File: src/rtl/core/brf_pkg.sv
// Package for the byte ring FIFO with peek: item structs, request codes
// and fixed widths. No dependencies.
package brf_pkg;

  localparam int DATA_W = 8;
  localparam int CAP_W  = 9;
  localparam int CNT_W  = 7;

  // Result queue between the back end and the output port.
  localparam int OQ_DEPTH = 4;
  localparam int OQ_AW    = 2;
  localparam int OQ_CW    = 3;

  typedef enum logic [1:0] {
    REQ_PUSH  = 2'd0,
    REQ_POP   = 2'd1,
    REQ_PEEK  = 2'd2,
    REQ_CLEAR = 2'd3
  } req_e;

  typedef struct packed {
    logic [1:0]        req_type;
    logic [DATA_W-1:0] data_in;
    logic [CNT_W-1:0]  peek_count;
  } in_item_t;

  typedef struct packed {
    logic [DATA_W-1:0] data_out;
    logic              ok;
    logic [CAP_W-1:0]  used;
    logic [CAP_W-1:0]  available;
    logic              last;
  } out_item_t;

  // Classified request handed from the front end to the back end.
  typedef struct packed {
    req_e              req;
    logic [DATA_W-1:0] data;
    logic [CNT_W-1:0]  count;
  } cmd_t;

endpackage

File: src/rtl/core/byte_ring_fifo_with_peek.sv
// Top level of the byte ring FIFO with peek. Instantiates brf_front,
// brf_back and brf_outq; uses brf_pkg.
//
// Requests enter through a queue-style port: an item is taken when push is
// high and full is low. Results leave the same way: the oldest result sits
// on out_item while empty is low and is taken when pop is high.
// Each request gives one result, except a peek that returns bytes, which
// gives one result per byte (at most MAX_PEEK), the final one marked by last.
// The capacity register is written through cfg_valid/cfg_ready/cfg_data,
// which is always ready; write it only while no request is outstanding.
// Push, pop and clear run at one item per cycle while the result queue
// has room; a result passes the request queue, the back end's stage
// register and the result queue before it sits on out_item. A peek holds
// the back end until its last byte is issued, one store read per byte.
// The back end is limited by the single store read port and by the
// four-entry result queue: when the receiver stops popping, the result
// queue fills, the back end halts, and then the two-entry request queue
// fills and raises full.
// Reset empties both queues, zeroes the ring pointers and occupancy and
// sets the capacity to DEPTH, at most 256. The byte store is not cleared.
module byte_ring_fifo_with_peek #(
  parameter int DEPTH    = 256,
  parameter int MAX_PEEK = 64
) (
  input  logic                      clk,
  input  logic                      rst,
  input  logic                      push,
  output logic                      full,
  input  brf_pkg::in_item_t         in_item,
  output logic                      empty,
  input  logic                      pop,
  output brf_pkg::out_item_t        out_item,
  input  logic                      cfg_valid,
  output logic                      cfg_ready,
  input  logic [brf_pkg::CAP_W-1:0] cfg_data
);
  import brf_pkg::*;

  logic             cmd_valid;
  logic             cmd_take;
  cmd_t             cmd;
  logic [OQ_CW-1:0] oq_count;
  logic             oq_wr;
  out_item_t        oq_item;

  brf_front #(
    .MAX_PEEK(MAX_PEEK)
  ) u_front (
    .clk      (clk),
    .rst      (rst),
    .push     (push),
    .full     (full),
    .in_item  (in_item),
    .cmd_valid(cmd_valid),
    .cmd_take (cmd_take),
    .cmd      (cmd)
  );

  brf_back #(
    .DEPTH(DEPTH)
  ) u_back (
    .clk      (clk),
    .rst      (rst),
    .cfg_valid(cfg_valid),
    .cfg_ready(cfg_ready),
    .cfg_data (cfg_data),
    .cmd_valid(cmd_valid),
    .cmd_take (cmd_take),
    .cmd      (cmd),
    .oq_count (oq_count),
    .oq_wr    (oq_wr),
    .oq_item  (oq_item)
  );

  brf_outq u_outq (
    .clk     (clk),
    .rst     (rst),
    .wr      (oq_wr),
    .wr_item (oq_item),
    .count   (oq_count),
    .empty   (empty),
    .pop     (pop),
    .out_item(out_item)
  );

  // The back end must never write a result into a full result queue.
  a_oq_no_overflow: assert property (@(posedge clk) disable iff (rst)
    oq_wr |-> (oq_count < OQ_CW'(OQ_DEPTH)))
    else $error("result written into a full result queue");

  // A request is only taken from the command queue when one is waiting.
  a_take_valid: assert property (@(posedge clk) disable iff (rst)
    cmd_take |-> cmd_valid)
    else $error("command taken from an empty command queue");

  // A result that returns no byte carries a zero byte.
  a_nok_zero: assert property (@(posedge clk) disable iff (rst)
    (!empty && !out_item.ok) |-> (out_item.data_out == '0 && out_item.last))
    else $error("failed result carries data or is not final");

  // Reset leaves no result waiting.
  a_reset_empty: assert property (@(posedge clk)
    rst |=> empty)
    else $error("result queue not empty after reset");

endmodule

File: src/rtl/core/brf_front.sv
// Front end: accepts input items, decodes the request and clips the peek
// count, and holds them in a two-entry command queue. Uses brf_pkg.
module brf_front #(
  parameter int MAX_PEEK = 64
) (
  input  logic              clk,
  input  logic              rst,
  input  logic              push,
  output logic              full,
  input  brf_pkg::in_item_t in_item,
  output logic              cmd_valid,
  input  logic              cmd_take,
  output brf_pkg::cmd_t     cmd
);
  import brf_pkg::*;

  cmd_t       q [2];
  logic       wr_idx;
  logic       rd_idx;
  logic [1:0] count;
  logic       accept;
  cmd_t       cmd_in;

  assign full      = (count == 2'd2);
  assign accept    = push && !full;
  assign cmd_valid = (count != 2'd0);
  assign cmd       = q[rd_idx];

  always_comb begin
    cmd_in.req  = req_e'(in_item.req_type);
    cmd_in.data = in_item.data_in;
    if (int'(in_item.peek_count) > MAX_PEEK) begin
      cmd_in.count = CNT_W'(MAX_PEEK);
    end else begin
      cmd_in.count = in_item.peek_count;
    end
  end

  always_ff @(posedge clk) begin
    if (accept) begin
      q[wr_idx] <= cmd_in;
    end
  end

  always_ff @(posedge clk) begin
    if (rst) begin
      wr_idx <= 1'b0;
      rd_idx <= 1'b0;
      count  <= 2'd0;
    end else begin
      if (accept) begin
        wr_idx <= ~wr_idx;
      end
      if (cmd_take) begin
        rd_idx <= ~rd_idx;
      end
      count <= count + 2'(accept) - 2'(cmd_take);
    end
  end

endmodule

File: src/rtl/core/brf_back.sv
// Back end: ring pointers, occupancy, capacity register, byte store and
// the peek sequencer. Each issued result passes one register stage that
// lines up with the registered store read. Uses brf_pkg.
module brf_back #(
  parameter int DEPTH = 256
) (
  input  logic                       clk,
  input  logic                       rst,
  input  logic                       cfg_valid,
  output logic                       cfg_ready,
  input  logic [brf_pkg::CAP_W-1:0]  cfg_data,
  input  logic                       cmd_valid,
  output logic                       cmd_take,
  input  brf_pkg::cmd_t              cmd,
  input  logic [brf_pkg::OQ_CW-1:0]  oq_count,
  output logic                       oq_wr,
  output brf_pkg::out_item_t         oq_item
);
  import brf_pkg::*;

  localparam int PW    = $clog2(DEPTH);
  localparam int CMP_W = (PW + 1 > CAP_W) ? PW + 1 : CAP_W;
  localparam logic [CAP_W-1:0] CAP_RESET = CAP_W'((DEPTH < 256) ? DEPTH : 256);

  typedef enum logic {S_IDLE, S_PEEK} state_t;

  state_t            state, state_next;
  logic [CAP_W-1:0]  cap;
  logic [CAP_W-1:0]  cap_in;
  logic [PW-1:0]     rd_ptr, rd_ptr_next;
  logic [PW-1:0]     wr_ptr, wr_ptr_next;
  logic [CAP_W-1:0]  occ, occ_next;
  logic [PW-1:0]     pk_ptr, pk_ptr_next;
  logic [CNT_W-1:0]  pk_left, pk_left_next;
  logic [CNT_W-1:0]  pk_n;

  logic [DATA_W-1:0] mem [DEPTH];
  logic [DATA_W-1:0] mem_q;
  logic              mem_we;
  logic              mem_re;
  logic [PW-1:0]     rd_addr;

  logic              room;
  logic              issue;
  logic              iss_ok;
  logic              iss_last;
  logic              iss_mem;
  logic [CAP_W-1:0]  iss_avail;

  logic              s_valid;
  logic              s_mem;
  logic              s_ok;
  logic              s_last;
  logic [CAP_W-1:0]  s_used;
  logic [CAP_W-1:0]  s_avail;

  function automatic logic [PW-1:0] adv(input logic [PW-1:0] p, input logic [CAP_W-1:0] c);
    logic [CMP_W-1:0] n;
    n = CMP_W'(p) + CMP_W'(1);
    adv = (n >= CMP_W'(c)) ? '0 : p + PW'(1);
  endfunction

  assign cfg_ready = 1'b1;

  // The capacity register holds the effective value: zero acts as one and
  // anything beyond the store acts as the store size.
  always_comb begin
    if (cfg_data == '0) begin
      cap_in = CAP_W'(1);
    end else if (int'(cfg_data) > DEPTH) begin
      cap_in = CAP_W'(DEPTH);
    end else begin
      cap_in = cfg_data;
    end
  end

  // A new result is issued only if the result queue can still take it
  // after the one already in the stage register lands there.
  assign room = ({1'b0, oq_count} + (OQ_CW + 1)'(s_valid)) < (OQ_CW + 1)'(OQ_DEPTH);

  assign pk_n = ({2'b00, cmd.count} > occ) ? occ[CNT_W-1:0] : cmd.count;

  always_comb begin
    state_next   = state;
    rd_ptr_next  = rd_ptr;
    wr_ptr_next  = wr_ptr;
    occ_next     = occ;
    pk_ptr_next  = pk_ptr;
    pk_left_next = pk_left;
    cmd_take     = 1'b0;
    issue        = 1'b0;
    iss_ok       = 1'b0;
    iss_last     = 1'b1;
    iss_mem      = 1'b0;
    mem_we       = 1'b0;
    mem_re       = 1'b0;
    rd_addr      = rd_ptr;
    case (state)
      S_IDLE: begin
        if (cmd_valid && room) begin
          cmd_take = 1'b1;
          case (cmd.req)
            REQ_PUSH: begin
              issue = 1'b1;
              if (occ < cap) begin
                mem_we      = 1'b1;
                wr_ptr_next = adv(wr_ptr, cap);
                occ_next    = occ + CAP_W'(1);
                iss_ok      = 1'b1;
              end
            end
            REQ_POP: begin
              issue = 1'b1;
              if (occ != '0) begin
                mem_re      = 1'b1;
                rd_ptr_next = adv(rd_ptr, cap);
                occ_next    = occ - CAP_W'(1);
                iss_ok      = 1'b1;
                iss_mem     = 1'b1;
              end
            end
            REQ_PEEK: begin
              if (pk_n == '0) begin
                issue = 1'b1;
              end else begin
                pk_ptr_next  = rd_ptr;
                pk_left_next = pk_n;
                state_next   = S_PEEK;
              end
            end
            REQ_CLEAR: begin
              issue       = 1'b1;
              rd_ptr_next = '0;
              wr_ptr_next = '0;
              occ_next    = '0;
            end
            default: begin
              issue = 1'b1;
            end
          endcase
        end
      end
      S_PEEK: begin
        if (room) begin
          issue        = 1'b1;
          iss_ok       = 1'b1;
          iss_mem      = 1'b1;
          iss_last     = (pk_left == CNT_W'(1));
          mem_re       = 1'b1;
          rd_addr      = pk_ptr;
          pk_ptr_next  = adv(pk_ptr, cap);
          pk_left_next = pk_left - CNT_W'(1);
          if (pk_left == CNT_W'(1)) begin
            state_next = S_IDLE;
          end
        end
      end
      default: begin
        state_next = S_IDLE;
      end
    endcase
  end

  assign iss_avail = (occ_next >= cap) ? '0 : cap - occ_next;

  always_ff @(posedge clk) begin
    if (mem_we) begin
      mem[wr_ptr] <= cmd.data;
    end
    if (mem_re) begin
      mem_q <= mem[rd_addr];
    end
  end

  always_ff @(posedge clk) begin
    if (rst) begin
      state   <= S_IDLE;
      cap     <= CAP_RESET;
      rd_ptr  <= '0;
      wr_ptr  <= '0;
      occ     <= '0;
      pk_left <= '0;
      s_valid <= 1'b0;
    end else begin
      state   <= state_next;
      rd_ptr  <= rd_ptr_next;
      wr_ptr  <= wr_ptr_next;
      occ     <= occ_next;
      pk_left <= pk_left_next;
      s_valid <= issue;
      if (cfg_valid) begin
        cap <= cap_in;
      end
    end
  end

  always_ff @(posedge clk) begin
    pk_ptr <= pk_ptr_next;
    if (issue) begin
      s_mem   <= iss_mem;
      s_ok    <= iss_ok;
      s_last  <= iss_last;
      s_used  <= occ_next;
      s_avail <= iss_avail;
    end
  end

  assign oq_wr = s_valid;

  always_comb begin
    oq_item.data_out  = s_mem ? mem_q : '0;
    oq_item.ok        = s_ok;
    oq_item.used      = s_used;
    oq_item.available = s_avail;
    oq_item.last      = s_last;
  end

endmodule

File: src/rtl/core/brf_outq.sv
// Result queue of brf_pkg::OQ_DEPTH entries between the back end and the
// output port. Uses brf_pkg.
module brf_outq (
  input  logic                      clk,
  input  logic                      rst,
  input  logic                      wr,
  input  brf_pkg::out_item_t        wr_item,
  output logic [brf_pkg::OQ_CW-1:0] count,
  output logic                      empty,
  input  logic                      pop,
  output brf_pkg::out_item_t        out_item
);
  import brf_pkg::*;

  out_item_t        q [OQ_DEPTH];
  logic [OQ_AW-1:0] wr_idx;
  logic [OQ_AW-1:0] rd_idx;
  logic             rd;

  assign empty    = (count == '0);
  assign rd       = pop && !empty;
  assign out_item = q[rd_idx];

  always_ff @(posedge clk) begin
    if (wr) begin
      q[wr_idx] <= wr_item;
    end
  end

  always_ff @(posedge clk) begin
    if (rst) begin
      wr_idx <= '0;
      rd_idx <= '0;
      count  <= '0;
    end else begin
      if (wr) begin
        wr_idx <= wr_idx + OQ_AW'(1);
      end
      if (rd) begin
        rd_idx <= rd_idx + OQ_AW'(1);
      end
      count <= count + OQ_CW'(wr) - OQ_CW'(rd);
    end
  end

endmodule
File: config.mk
export PLATFORM = sky130hd
export DESIGN_NAME = byte_ring_fifo_with_peek
export DESIGN_NICKNAME = d
export VERILOG_FILES = /design/src/rtl/core/brf_pkg.sv /design/src/rtl/core/byte_ring_fifo_with_peek.sv /design/src/rtl/core/brf_front.sv /design/src/rtl/core/brf_back.sv /design/src/rtl/core/brf_outq.sv
export SDC_FILE = /design/constraint.sdc
export NUM_CORES = 2
export LEC_CHECK = 0
export BUFFER_PORTS_ARGS = -buffer_cell sky130_fd_sc_hd__buf_4
export CORE_MARGIN = 2
export CORE_UTILIZATION = 25
export CTS_CLUSTER_DIAMETER = 100
export DETAILED_ROUTE_END_ITERATION = 16
export HOLD_SLACK_MARGIN = 0.12
export PLACE_DENSITY = 0.36
export SLEW_MARGIN = 20
export SYNTH_ARGS = -nofsm -noshare
export SYNTH_HDL_FRONTEND = slang
export SYNTH_SLANG_ARGS = --single-unit
export TNS_END_PERCENT = 30
File: constraint.sdc
create_clock -name clk -period 6.5 [get_ports clk]
set_input_delay 1.625 -clock clk [delete_from_list [all_inputs] [get_ports clk]]
set_output_delay 1.625 -clock clk [all_outputs]
set_load 0.02 [all_outputs]
---- After elaboration in Yosys (flattened, before gate mapping) ----
Memories as Yosys holds them, arrays and structs flattened. A register that Yosys moved wholly into a read port is not among the register bits.
Cells that the tools add are included.
operators by class
  bitwise operators ....................... 3
  reduce and logical (&&, ||, !) cells .... 18
  multiplexer cells ....................... 63
  equality and inequality tests ........... 11
  order comparisons ....................... 9
  $add $sub $neg .......................... 17
operators with widths
  cell                                                                   number
  8-bit two-way mux                                                      12
  9-bit two-way mux                                                      6
  8-bit one-hot mux with 2 select lines                                  3
  7-bit two-way mux                                                      6
  9-bit >= comparator                                                    4
  8-bit by 1-bit adder with 9-bit output, second input constant          3
  9-bit one-hot mux with 3 select lines                                  1
  1-bit two-way mux                                                      26
  8-bit by 1-bit adder with 8-bit output, second input constant          3
  7-bit one-hot mux with 2 select lines                                  1
  1-bit one-hot mux with 2 select lines                                  6
  4-bit AND reduction                                                    3
  9-bit by 1-bit adder with 9-bit output, second input constant          1
  7-bit by 9-bit > comparator with 1-bit output                          1
  9-bit > comparator, second input constant                              1
  9-bit zero test                                                        1
  9-bit less-than comparator                                             1
  9-bit nonzero test                                                     1
  9-bit by 1-bit subtractor with 9-bit output, second input constant     1
  9-bit subtractor                                                       1
  7-bit by 1-bit equality test with 1-bit output, second input constant  1
  7-bit > comparator, second input constant                              1
  7-bit zero test                                                        1
  7-bit by 1-bit subtractor with 7-bit output, second input constant     1
  20 further kinds                                                       35
storage, ports and cells
  register bits after elaboration ......... 83
  RAM bits ................................ 2194
  bits of input ports ..................... 31
  output and inout bits ................... 31
  memories ................................ 3
  word-level logic and storage cells ...... 143
memory list
  memory      words  width  read ports  clocked after memory_dff  wr ports  line             text
  u_back.mem  256    8      1           1                         1         brf_back.sv:37   logic [DATA_W-1:0] mem [DEPTH];
  u_outq.q    4      28     1           1                         1         brf_outq.sv:15   out_item_t q [OQ_DEPTH];
  u_front.q   2      17     1           1                         1         brf_front.sv:17  cmd_t q [2];

---- Longest topological paths before layout ----
  depth after elaboration ................. 7
  gate-level depth with buffers ........... 21

---- By module ----
A second synthesis with hierarchy kept.
unflattened totals
  cell total of the unflattened synthesis .. 7196
  area total of the unflattened synthesis .. 94418.1 um^2
by module, submodules not included
  module     area an instance (um^2)  sequential area each (um^2)  cells each  times used
  brf_back   88367.3                  63470.9                      6920        1
  brf_outq   4551.9                   3543.4                       190         1
  brf_front  1498.9                   1121.1                       86          1

---- Worst setup path before layout ----
No wires, ideal clock.
  kind .................................... flip-flop to flip-flop
  start ................................... register (tool-made name)
  end ..................................... register u_back.s_avail[3] (data pin)
  setup time .............................. 0.285 ns
  stages on the path, launching flop included .. 22
  arrival time ............................ 4.396 ns
  setup slack ............................. 1.818 ns
  data required time ...................... 6.215 ns
  clock period less this slack ............ 4.682 ns
  cell sequence ........................... dfxtp_1 > clkbuf_1 > buf_1 > mux2i_1 > inv_1 > ha_1 > nor2_1 > clkbuf_1 > nand2_1 > o22ai_1 > a22oi_1 > and2_1 > ha_1 > nor2b_1 > o21ai_0 > a21oi_1 > o21ai_0 > a21oi_1 > o21ai_0 > a21boi_0 > o211ai_1 > a211oi_1
RTL lines
  what                    line             text
  end signal: assignment  brf_back.sv:204  s_avail <= iss_avail;
  end: declaration        brf_back.sv:55   logic [CAP_W-1:0] s_avail;

---- Worst setup path in the final report ----
  start ................................... register u_back.state
  end ..................................... register u_back.mem_q[7], read port of u_back.mem (data pin)
between the ends
  longest elaborated chain between the ends .. 2
  elaborated cells on any way between the ends .. 3
RTL lines
  what                                   line             text
  start: declaration                     brf_back.sv:27   state_t state, state_next;
  start signal: assignment               brf_back.sv:185  state <= state_next;
  1-bit inverter                         brf_back.sv:98   case (state)
  1-bit one-hot mux with 2 select lines  brf_back.sv:98
  end: declaration                       brf_back.sv:38   logic [DATA_W-1:0] mem_q;
Several ways; a longest one is shown, not always the timed one.
A chain may end at the register's enable or synchronous reset.

==> metrics.yaml <==
timing:
  rsz0062_at_grt: "no"
  drv_slew: 0
  maxSlewHeadroom: 0.0845
  clock.fmax_mhz: 171
  skew_ps: 35.2
  timing.final.crit_share: 0.901
  fin_ws_ps: 642
  tightest_slew_ps: 1370
  setup_viol: 0
  hold_viol_final: 0
  period_needed_ps: 5860
worst_setup_path:
  crit_arrival_ps: 6430
  r2r_setup_slack_ps: 640
  slowest_stage: "a21o_4"
  start_kind: "register"
  reg2reg_depth: 13
  slowest_delay_ps: 820
  cp_cell_sequence: "nor2b_2, a22o_4, a21o_4, buf_12, buf_12, buf_4, buf_4, mux2i_1, o22ai_1, nor4_1, a21oi_1, nor3_1, nand3_1"
  crit-reg2reg-launch: "u_back.state"
  startpoint: "u_back.state"
  endpoint: "u_back.mem_q[7]"
  crit_path_end_kind: "register"
  r2r-end: "u_back.mem_q[7]"
  cp.required_ps: 7070
  cp_max_fo: 35
  worst-setup-path-type: "register to register"
synth:
  netlist_area_mm2: 0.0928
  async_reset_ff_frac: 0
  syn-num-nets: 6268
  syn_area_per_cell_um2: 15.1
  synth_ff_type: "edfxtp_1"
  yosys_warnings: 0
  synth_seq_cells: 2288
  synth_cells: 6160
  synth_cell_types: 100
  synth-edff-count: 2231
  ys_seq_area_frac: 0.734
cells_and_area:
  fin_area_mm2: 0.109
  seq_area_mm2: 0.0681
  drive_above_1_share: 0.139
  layout_commonest_cell: "edfxtp_1"
  layout_common_cells: "edfxtp_1 (2,231), nand2_1 (989), mux2i_1 (496), buf_4 (343), nor2_1 (308)"
  fin_nets: 6573
  multi_input_area_mm2: 0.0231
  syn2layout_area_growth_pct: 17.5
  fillers: 36811
clock_network:
  numCtsBuffers: 267
  postCtsHoldBufs: 0
  clk_latency_ps: 900
  htreeDepth: 5
  cts_tree: "yes"
  clk_pin_slew_worst_paths_ps: 60
  post_cts_resized: 0
  post_cts_buffers: 0
  cts.sinks: 2288
  cts_max_path_buffers: 4
  root_buffer: "clkbuf_16"
placement:
  placed_area_mm2: 0.101
  place_congestion: 0.855
  dp_slack_ps: 664
  place.detailed.hpwl_um: 234000
  io_buffers: 60
detailed_routing:
  wire_per_inst_um: 30.8
  first_pass_iters: 8
  drc: 0
  drt_iter0_drc: 5937
  drt_wl_total_um: 358000
  antenna_left: 0
  routed-via-count: 56754
  viasPerCell: 4.88
run_status:
  outcome: "completed"
pwr:
  ir_drop_mv: 0.229
  p_per_area_mw_per_mm2: 366
  leakagePower_nw: 34.8
grt:
  antenna_found_initial: 29
  grt_pass1_wl_um: 488000
  grtUsageTotal: 0.186
  overflow: 0
  grt_pass1_vias: 55757
  grt_max_degree: 170
flow_run:
  max_cap_viol_count: 0
floorplanning:
  coreArea_mm2: 0.369
  io_pins: 62
  dieArea_mm2: 0.376
  fp.dieW_um: 613
  die_h_um: 613
  initial_utilization: 0.251
  placementRows: 223
worst_hold_path:
  hold_path_class: "register to register"
[how the worst min path moves through the flow]
stage,slack (ps),cells after the start,startpoint,end
global route,500,2,u_back.pk_left[1],u_back.pk_left[1]
finish,480,2,u_back.pk_left[1],u_back.pk_left[1]
CTS,480,2,u_back.pk_left[5],u_back.pk_left[5]
detailed placement,460,2,u_back.pk_left[5],u_back.pk_left[5]
floorplan,440,2,u_back.pk_left[5],u_back.pk_left[5]
global placement,460,2,u_back.pk_left[5],u_back.pk_left[5]
[cell families (layout without fill, tap and decap cells)]
family	after synthesis	in the layout	synth area share
buffers and inverters	425	926	0.0238
muxes	597	597	0.0729
xor gates and xnor gates	30	30	0.00283
adders and majority gates	77	77	0.0105
and+or+nand+nor	1853	1853	0.0870
other	1	12	0.0000404
DFF	2288	2288	0.734
AOI/OAI and AO/OA	889	889	0.0687
[layout make-up]
class	count	share of cell area
timing repair buffer	382	0.0306
clock inverter	121	0.00843
tap	4950	0.0568
antenna	11	0.000252
inverter	79	0.00272
multi-input combinational	3447	0.211
clock buffer	344	0.0652
sequential	2288	0.625
[per-layer routing]
| layer | vias to the layer above | wire [µm] | GRT usage |
|---|---|---|---|
| li1 | 24496 | - | - |
| met1 | 30057 | 165000 | 0.266 |
| met2 | 1797 | 166000 | 0.299 |
| met3 | 404 | 18200 | 0.0231 |
| met4 | 0 | 8890 | 0.0463 |
| met5 | - | 0 | 0 |
[state kept, by name, indices dropped and copies added (netlist names), 9 cells and up, named ones only]
signal,flops
u_back.occ,9
u_front.q,34
u_back.mem,2048
u_outq.q,112
u_back.s_avail,9
u_back.cap,9
u_back.s_used,9
[power by group]
group | switching, W | internal [W] | total (W) | leakage, nW
clock | 0.00617 | 0.00815 | 0.0143 | 3.92
sequential | 0.000232 | 0.0180 | 0.0183 | 20.6
combinational | 0.00539 | 0.00193 | 0.00732 | 10.3
total | 0.0118 | 0.0281 | 0.0399 | 34.8
[synth_stat cells, types with 43 or more instances]
cell type,instances,area (µm²)
o22ai_1,116,726
clkbuf_1,125,469
dfxtp_1,57,1140
mux2i_1,508,5080
a32oi_1,121,1060
buf_6,43,484
inv_1,77,289
buf_4,43,323
o21ai_0,65,325
ha_1,75,938
nand3_1,167,836
nand2_1,990,3720
a31oi_1,94,588
nand4_1,79,494
edfxtp_1,2231,67000
buf_2,103,515
nor4_1,52,325
mux4_2,60,1350
nor2_1,354,1330
a21oi_1,183,916
[stage by stage]
stage / utilization / total power, W / TNS (ps) / cells / hold WS [ps]
finish: 0.295 / 0.0399 / 0 / 11622 / 475
global placement: 0.273 / 0.0259 / -881 / 11143 / 456
detailed placement: 0.273 / 0.0260 / 0 / 11145 / 464
CTS: 0.295 / 0.0403 / 0 / 11610 / 479
floorplan: - / 0.0226 / 0 / 6160 / 438
global route: 0.295 / 0.0413 / 0 / 11618 / 498
[critical path: cells and delay by family, from the launching register on]
kind | cells | cell delay [ps]
mux | 1 | 220
simple gates | 4 | 1850
flops | 1 | 710
compound gates | 4 | 1630
buf+inv | 4 | 970
(Power assumes the default switching activity.)
